### src/sv/gsg_pkg.sv
// ----------------------------------------------------------------------------
// gsg_pkg
// Shared types and constants for the gapped sawtooth generator.
// ----------------------------------------------------------------------------
package gsg_pkg;

  // Field widths
  localparam int SpeedW = 24;
  localparam int SawW   = 22;
  localparam int GapW   = 22;
  localparam int FullW  = 23;
  localparam int DtW    = 16;
  localparam int PosW   = 24;
  localparam int LevelW = 16;
  localparam int PhaseW = 24;
  localparam int IdxW   = 2;
  localparam int DataW  = 24;

  // Width of the partial remainder seen by the compare-subtract unit
  localparam int TrialW = FullW + 1;

  // Register indexes
  localparam logic [IdxW-1:0] RegSpeed    = 2'd0;
  localparam logic [IdxW-1:0] RegSawWidth = 2'd1;
  localparam logic [IdxW-1:0] RegGapWidth = 2'd2;

  // Reset values
  localparam logic signed [SpeedW-1:0] SpeedReset    = 24'sd4096;
  localparam logic [SawW-1:0]          SawWidthReset = 22'd4096;
  localparam logic [GapW-1:0]          GapWidthReset = 22'd0;

  // Operation codes
  localparam logic OpTick = 1'b0;
  localparam logic OpEval = 1'b1;

  // Configuration handed to the engine
  typedef struct packed {
    logic signed [SpeedW-1:0] speed;
    logic [SawW-1:0]          saw_width;
    logic [GapW-1:0]          gap_width;
  } gsg_cfg_t;

endpackage

### src/sv/gsg_div_step.sv
// ----------------------------------------------------------------------------
// gsg_div_step
// Compare-subtract unit: one restoring division step, shared by the
// modulo pass and the level division.
// ----------------------------------------------------------------------------
module gsg_div_step
  import gsg_pkg::*;
(
  input  logic [TrialW-1:0] trial,
  input  logic [FullW-1:0]  divisor,
  output logic              ge,
  output logic [TrialW-1:0] diff
);

  logic [TrialW:0] sub;

  // Subtract with one extra bit so the borrow tells the compare result
  assign sub  = {1'b0, trial} - {2'b00, divisor};
  assign ge   = ~sub[TrialW];
  assign diff = sub[TrialW-1:0];

endmodule

### src/sv/gsg_engine.sv
// ----------------------------------------------------------------------------
// gsg_engine
// Sequencer holding the phase offset. Runs multiply, add, a bit-serial
// modulo pass and a bit-serial level division on one shared step unit.
// ----------------------------------------------------------------------------
module gsg_engine
  import gsg_pkg::*;
(
  input  logic                   clk,
  input  logic                   rst,
  input  gsg_cfg_t               cfg,
  input  logic                   in_valid,
  output logic                   in_ready,
  input  logic                   op,
  input  logic [DtW-1:0]         delta_time,
  input  logic signed [PosW-1:0] position,
  output logic                   res_valid,
  input  logic                   res_ready,
  output logic [LevelW-1:0]      res_level
);

  localparam int ProdW = DtW + 1 + SpeedW;
  localparam int StepW = SpeedW + 1;
  localparam int SumW  = StepW + 1;
  localparam int CntW  = $clog2(SumW);
  localparam logic [CntW-1:0] ModLast  = CntW'(SumW - 1);
  localparam logic [CntW-1:0] FracLast = CntW'(LevelW - 1);

  typedef enum logic [2:0] {
    S_IDLE, S_MUL, S_STEP, S_ADD, S_MOD, S_CHK, S_FRAC, S_FIN
  } state_t;

  state_t                    state;
  logic                      op_r;
  logic [DtW-1:0]            dt_r;
  logic signed [PosW-1:0]    pos_r;
  logic signed [PhaseW-1:0]  phase;
  logic signed [ProdW-1:0]   prod;
  logic signed [StepW-1:0]   step;
  logic [SumW-1:0]           mag;
  logic                      neg;
  logic [FullW-1:0]          rem;
  logic [CntW-1:0]           cnt;
  logic [LevelW-1:0]         quo;

  logic [FullW-1:0]          full;
  logic [ProdW-1:0]          abs_prod;
  logic [SpeedW-1:0]         shifted;
  logic signed [SumW-1:0]    addend;
  logic signed [SumW-1:0]    sum;
  logic [TrialW-1:0]         trial;
  logic [FullW-1:0]          divisor;
  logic                      ge;
  logic [TrialW-1:0]         diff;
  logic [TrialW-1:0]         kept;

  assign full = {1'b0, cfg.saw_width} + {1'b0, cfg.gap_width};

  // Truncate the product toward zero
  assign abs_prod = prod[ProdW-1] ? ProdW'(-prod) : ProdW'(prod);
  assign shifted  = abs_prod[ProdW-2 -: SpeedW];

  // Phase plus step or position
  assign addend = op_r ? SumW'(pos_r) : SumW'(step);
  assign sum    = SumW'(phase) + addend;

  // Feed the shared step unit
  always_comb begin
    if (state == S_FRAC) begin
      trial   = {rem, 1'b0};
      divisor = {1'b0, cfg.saw_width};
    end else begin
      trial   = {rem, mag[SumW-1]};
      divisor = full;
    end
  end

  gsg_div_step u_step (
    .trial   (trial),
    .divisor (divisor),
    .ge      (ge),
    .diff    (diff)
  );

  assign kept = ge ? diff : trial;

  assign in_ready  = (state == S_IDLE);
  assign res_valid = (state == S_FIN);
  assign res_level = quo;

  // Sequence one word through the datapath
  always_ff @(posedge clk) begin
    if (rst) begin
      state <= S_IDLE;
      phase <= '0;
    end else begin
      case (state)
        S_IDLE: begin
          if (in_valid) begin
            op_r  <= op;
            dt_r  <= delta_time;
            pos_r <= position;
            state <= (op == OpEval) ? S_ADD : S_MUL;
          end
        end
        S_MUL: begin
          prod  <= $signed({1'b0, dt_r}) * cfg.speed;
          state <= S_STEP;
        end
        S_STEP: begin
          step  <= prod[ProdW-1] ? -$signed({1'b0, shifted}) : $signed({1'b0, shifted});
          state <= S_ADD;
        end
        S_ADD: begin
          cnt <= '0;
          rem <= '0;
          if (full == '0) begin
            // Zero full width: remainder is taken as zero
            neg   <= 1'b0;
            state <= S_CHK;
          end else begin
            neg   <= sum[SumW-1];
            mag   <= sum[SumW-1] ? SumW'(-sum) : SumW'(sum);
            state <= S_MOD;
          end
        end
        S_MOD: begin
          rem <= kept[FullW-1:0];
          mag <= {mag[SumW-2:0], 1'b0};
          cnt <= cnt + 1'b1;
          if (cnt == ModLast) begin
            state <= S_CHK;
          end
        end
        S_CHK: begin
          quo <= '0;
          cnt <= '0;
          if (op_r == OpTick) begin
            phase <= neg ? PhaseW'(-$signed({1'b0, rem})) : PhaseW'({1'b0, rem});
            state <= S_IDLE;
          end else if (!neg && rem != '0 && rem < {1'b0, cfg.saw_width}) begin
            rem   <= {1'b0, cfg.saw_width} - rem;
            state <= S_FRAC;
          end else begin
            state <= S_FIN;
          end
        end
        S_FRAC: begin
          rem <= kept[FullW-1:0];
          quo <= {quo[LevelW-2:0], ge};
          cnt <= cnt + 1'b1;
          if (cnt == FracLast) begin
            state <= S_FIN;
          end
        end
        S_FIN: begin
          if (res_ready) begin
            state <= S_IDLE;
          end
        end
        default: begin
          state <= S_IDLE;
        end
      endcase
    end
  end

endmodule

### src/sv/gapped_sawtooth_generator.sv
// ----------------------------------------------------------------------------
// gapped_sawtooth_generator
// Falling sawtooth with a zero gap, for LED strip animation.
// ----------------------------------------------------------------------------
// Usage:
//   Input channel (in_valid/in_ready) takes one word: op, delta_time and
//   position. A tick word (op 0) advances the phase by delta_time * speed,
//   shifted right by 16 with truncation toward zero, and folds it modulo
//   saw_width + gap_width; it gives no output word. An evaluate word (op 1)
//   returns one level word on the output channel (out_valid/out_ready).
//   Configuration channel (cfg_valid/cfg_ready, cfg_index, cfg_data)
//   writes speed (0), saw_width (1) and gap_width (2); it is always ready
//   and should be used only while the block is idle.
//   Sequence: a tick runs the states MUL, STEP, ADD, MOD and CHK before
//   in_ready returns; an evaluate runs ADD, MOD and CHK, then FRAC for a ramp
//   level, and waits in FIN. The single compare-subtract unit does 26 modulo
//   steps plus 16 level division steps, one bit per cycle.
//   Reset (rst, synchronous) clears the phase and loads the default
//   registers. When the receiver stalls, the level waits in the output
//   register while the next word is still taken and processed; a second
//   level waits in the engine until the register frees.
// ----------------------------------------------------------------------------
module gapped_sawtooth_generator
  import gsg_pkg::*;
(
  input  logic                   clk,
  input  logic                   rst,
  input  logic                   in_valid,
  output logic                   in_ready,
  input  logic                   op,
  input  logic [DtW-1:0]         delta_time,
  input  logic signed [PosW-1:0] position,
  output logic                   out_valid,
  input  logic                   out_ready,
  output logic [LevelW-1:0]      level,
  input  logic                   cfg_valid,
  output logic                   cfg_ready,
  input  logic [IdxW-1:0]        cfg_index,
  input  logic [DataW-1:0]       cfg_data
);

  gsg_cfg_t          cfg;
  logic              res_valid;
  logic              res_ready;
  logic [LevelW-1:0] res_level;

  assign cfg_ready = 1'b1;

  // Hold configuration registers
  always_ff @(posedge clk) begin
    if (rst) begin
      cfg.speed     <= SpeedReset;
      cfg.saw_width <= SawWidthReset;
      cfg.gap_width <= GapWidthReset;
    end else if (cfg_valid) begin
      case (cfg_index)
        RegSpeed:    cfg.speed     <= $signed(cfg_data);
        RegSawWidth: cfg.saw_width <= cfg_data[SawW-1:0];
        RegGapWidth: cfg.gap_width <= cfg_data[GapW-1:0];
        default: begin
        end
      endcase
    end
  end

  gsg_engine u_engine (
    .clk        (clk),
    .rst        (rst),
    .cfg        (cfg),
    .in_valid   (in_valid),
    .in_ready   (in_ready),
    .op         (op),
    .delta_time (delta_time),
    .position   (position),
    .res_valid  (res_valid),
    .res_ready  (res_ready),
    .res_level  (res_level)
  );

  // Output register: take a new word when empty or being drained
  assign res_ready = !out_valid || out_ready;

  always_ff @(posedge clk) begin
    if (rst) begin
      out_valid <= 1'b0;
    end else if (res_ready) begin
      out_valid <= res_valid;
    end
  end

  always_ff @(posedge clk) begin
    if (res_ready && res_valid) begin
      level <= res_level;
    end
  end

endmodule
### config.mk
export PLATFORM = sky130hd
export DESIGN_NAME = gapped_sawtooth_generator
export DESIGN_NICKNAME = d
export VERILOG_FILES = /design/src/sv/gsg_pkg.sv /design/src/sv/gsg_div_step.sv /design/src/sv/gsg_engine.sv /design/src/sv/gapped_sawtooth_generator.sv
export SDC_FILE = /design/constraint.sdc
export NUM_CORES = 2
export LEC_CHECK = 0
export BUFFER_PORTS_ARGS = -buffer_cell sky130_fd_sc_hd__buf_2
export CORE_MARGIN = 2
export CORE_UTILIZATION = 30
export CTS_CLUSTER_SIZE = 14
export DETAILED_ROUTE_END_ITERATION = 7
export PLACE_DENSITY = 0.48
export SYNTH_ARGS = -nofsm -noshare
export SYNTH_HDL_FRONTEND = slang
export SYNTH_HIERARCHICAL = 1
export SYNTH_SLANG_ARGS = --single-unit
export TNS_END_PERCENT = 30
### constraint.sdc
create_clock -name clk -period 6.1 [get_ports clk]
set_input_delay 0.305 -clock clk [delete_from_list [all_inputs] [get_ports clk]]
set_output_delay 0.305 -clock clk [all_outputs]
set_load 0.02 [all_outputs]
Word level (Yosys, flattened, before mapping)

Index checks and enable logic that the tools add are counted.

Add/subtract/negate cells: 9
$mul: 1
Magnitude comparators: 1
Eq/ne operators: 18
Muxes and demuxes: 24
Bitwise operators: 3
Reduce and logical (&&, ||, !) cells: 29

Operators by type and width:

| cell                 | number |
|---|---|
| $mux W23             | 4 |
| $mux W26             | 3 |
| $pmux W23 S3         | 1 |
| $pmux W26 S2         | 1 |
| $mux W24             | 2 |
| $mul A17 B24 Y41     | 1 |
| $mux W40             | 1 |
| $neg A40 Y40         | 1 |
| $pmux W16 S2         | 1 |
| $add A24 B26 Y26     | 1 |
| $neg A26 Y26         | 1 |
| $neg A24 Y25         | 1 |
| $sub A24 B23 Y25     | 1 |
| $neg A23 Y24         | 1 |
| $pmux W3 S8          | 1 |
| $add A22 B22 Y23     | 1 |
| $logic_not A23 Y1    | 1 |
| $lt A23 B22 Y1       | 1 |
| $reduce_bool A23 Y1  | 1 |
| $sub A22 B23 Y23     | 1 |
| $reduce_and A2 Y1    | 9 |
| $mux W3              | 5 |
| $eq A3 B3 Y1 const B | 4 |
| $pmux W5 S2          | 1 |
| other kinds (22)     | 40 |

Register bits after elaboration: 290

Depth between registers and ports, before layout

Depth after elaboration: 6
Gate-level depth with buffers: 24
Mapped depth without buffers: 22

Modules after synthesis

Netlist, hierarchy kept.

By module, submodules not included:

| module                    | times used | cells each | area an instance (um^2) | seq. area each (um^2) |
|---|---|---|---|---|
| gsg_engine                | 1          | 3070       | 28098.2                 | 5885.6 |
| gapped_sawtooth_generator | 1          | 275        | 3286.9                  | 1861.8 |
| gsg_div_step              | 1          | 194        | 1371.3                  | 0.0 |

Worst setup path before layout

OpenSTA, ideal clock, no wires.

Path kind: register to register
From: register, netlist name cfg[67]
To: register u_engine.prod[40] (data pin)
Library setup time: 263 ps
Data arrival time: 6375 ps
Required time: 5837 ps
Setup slack: -538 ps
Stages on the path, launching flop included: 21
Clock period less this slack: 6638 ps
Cells stage by stage: dfxtp_1 -> clkbuf_1 -> nand2_1 -> fa_1 -> inv_1 -> fa_1 -> inv_1 -> fa_1 -> fa_1 -> inv_1 -> fa_1 -> inv_1 -> fa_1 -> inv_1 -> ha_1 -> and3_1 -> or4b_2 -> o211a_1 -> nor3_1 -> o311a_1 -> nor3_1

Longest elaborated chain between the ends: 1

Ends and longest elaborated chain:

| item                 | line              | source |
|---|---|---|
| $mul A17 B24 Y41     | gsg_engine.sv:107 | `prod <= $signed({1'b0, dt_r}) * cfg.speed;` |
| end signal, assigned | gsg_engine.sv:107 |  |
| end, declared        | gsg_engine.sv:38  | `logic signed [ProdW-1:0] prod;` |

No other way between the ends.
A chain may end at the register's enable or synchronous reset.

Worst setup path after layout

From: register u_engine.dt_r[5]
To: register u_engine.prod[29] (data pin)

Longest elaborated chain between the ends: 1

Ends and longest elaborated chain:

| item                   | line              | source |
|---|---|---|
| start, declared        | gsg_engine.sv:35  | `logic [DtW-1:0] dt_r;` |
| start signal, assigned | gsg_engine.sv:101 | `dt_r <= delta_time;` |
| $mul A17 B24 Y41       | gsg_engine.sv:107 |  |

No other way between the ends.

==> flow_metrics.tcl <==
set metrics [dict create \
    syn_nets 4181 \
    syn-cell-area_um2 32700 \
    gp_congestion 0.8973 \
    fillers 10990 \
    numPortBuffers 89 \
    leakagePower_nw 17.41 \
    finalSetupViolations 4 \
    setup_tns_ns -0.1619 \
    path_class "register to register" \
    fin_hold_ws_ns 0.02558 \
    ir_drop_mv 0.1946 \
    hold_end "cfg[12]" \
    clock_sinks 290 \
    clock_path_buffers 3 \
    route.vias.total 24627 \
    power_density_nw_per_um2 275.3 \
    grt_usage_pct 16.41 \
    grt_pass1_wl_um 144500 \
    firstDrtPassIters 7 \
    grt_max_degree 57 \
    place_area_um2 36430 \
    drv_cap 0 \
    drc 0 \
    tightest_slew_ns 1.179 \
    fin_crit_sh_pct 101.3 \
    clock_latency_ns 0.61 \
    wl_per_cell_um 17.32 \
    grt_pass1_vias 25627 \
    syn_avg_cell_area_um2 9.265 \
    mostFrequentLayoutCells "inv_1 (551), fa_1 (365), nand2_1 (362)" \
    grt-ovfl-total 0 \
    numCtsBuffers 40 \
    die_h_um 334.1 \
    first_iter_violations 1317 \
    core_area_um2 108600 \
    dpl.hpwl_um 73910 \
    htreeDepth 2 \
    fin_worst_skew_ns 0.02687 \
    slew_headroom_pct 21.41 \
    drive_gt1_share_pct 15.71 \
    r2r-start "u_engine/dt_r[5]" \
    die_x_um 334.1 \
    crit_arrival_ns 6.53 \
    cts_tree "done" \
    rrSetupSlack_ns -0.08 \
    rows 121 \
    holdCritStartpoint "cfg_data[12]" \
    reg2reg_to "u_engine/prod[29]" \
    start_kind "register" \
    required_ns 6.44 \
    r2r_cells 23 \
    drt.antenna.violating_nets 0 \
    hold_viol 0 \
    initial_core_util_pct 30.12 \
    antenna_found_initial 4 \
    whs_path_depth 3 \
    clk_pin_slew_ns 0.06 \
    wl_um 90920 \
    hp-class "primary input to register" \
    fmax_mhz 161.8 \
    yosys_warnings 6 \
    fin_area_um2 39070 \
    outcome "finished, violations left" \
    ios 91 \
    endpoint_kind "register" \
    postLayoutCoreUtil_pct 35.99 \
    report.final.slew_viol_count 0 \
    syn_inst 3529 \
    failed_checks "negative setup slack" \
    fin_ws_ns -0.08224 \
    design_power_total_mw 10.76 \
    final_common_cell "inv_1" \
    cts-root-buf "clkbuf_16" \
    vias_per_cell 4.693 \
    syn_to_final_growth_pct 19.49 \
    period_needed_ns 6.182 \
    cp_max_fo 7 \
    rsz0062_at_grt "yes" \
    nets 4455 \
    die_area_um2 111600 \
]
[through the flow]
stage,setup slack [ns],std cells
after CTS,-0.07814,5244
after global routing,-0.2928,5247
after detailed placement,-0.4449,5116
after floorplan,-0.03385,3529
after global placement,-0.4020,5116
final,-0.08224,5248
[worst max path at each step]
| stage | startpoint | end | cells past startpoint | slack (ns) |
|---|---|---|---|---|
| floorplan | u_engine/dt_r[5] | u_engine/prod[40] | 22 | -0.03 |
| global placement | u_engine/dt_r[7] | u_engine/prod[39] | 22 | -0.40 |
| detailed placement | u_engine/dt_r[5] | u_engine/prod[40] | 22 | -0.44 |
| CTS | u_engine/dt_r[7] | u_engine/prod[29] | 24 | -0.08 |
| global route | u_engine/dt_r[7] | u_engine/prod[40] | 24 | -0.29 |
| finish | u_engine/dt_r[5] | u_engine/prod[29] | 23 | -0.08 |
[layer usage]
layer	vias to the layer above	part of all wire [%]	global-route usage, %
li1	12197	-	-
met4	0	2.7	4.437
met2	368	45	26.91
met5	-	0	0
met1	11971	48	22.68
met3	91	4.2	2.163
[what timing repair did]
item / CTS / global route
endpoints found under the setup margin: 16 / 18
endpoints found under the hold margin: 42 / 0
gates cloned: 4 / 0
setup buffers: 10 / 3
resized for setup: 82 / 48
hold buffers: 42 / 0
pin swaps: 65 / 36
[final cells by class]
type,instances,area (µm²),area share (%)
multi-input cells,2527,22840,58.47
clock buffers,45,1092,2.796
inverters,566,2125,5.438
flip-flops and latches,290,7752,19.84
repair buffers,378,3171,8.116
well taps,1414,1769,4.529
clock inverters,27,314.1,0.8039
diodes,1,2.502,0.006405
[critical path, cell delays in order (launching register included)]
cell and delay, ns:
edfxtp_1 0.40, buf_6 0.17, buf_12 0.13, and2_4 0.13
fa_1 0.52, inv_1 0.05, fa_1 0.47, fa_1 0.51
inv_1 0.05, fa_1 0.45, fa_1 0.51, inv_2 0.04
fa_1 0.49, inv_2 0.05, ha_4 0.21, a21o_1 0.18
a21o_1 0.21, a211oi_4 0.27, nor2_1 0.08, or3_4 0.38
a31o_4 0.25, a21o_1 0.18, a21oi_2 0.14, xnor2_1 0.07
[sequential cells by signal, indices dropped and copies added (netlist names), 5 cells and up]
name / flops
cfg: 68
level: 16
u_engine/cnt: 5
u_engine/dt_r: 16
u_engine/mag: 26
u_engine/phase: 24
u_engine/pos_r: 24
u_engine/prod: 41
u_engine/rem: 23
u_engine/res_level: 16
u_engine/step: 25
[where the power goes]
part	internal [mW]	total (mW)	leakage (nW)	switching, mW
sequential	2.58	2.83	2.57	0.252
clock	1.48	2.53	0.679	1.05
combinational	2.38	5.40	14.2	3.02
(Power assumes the default switching activity.)
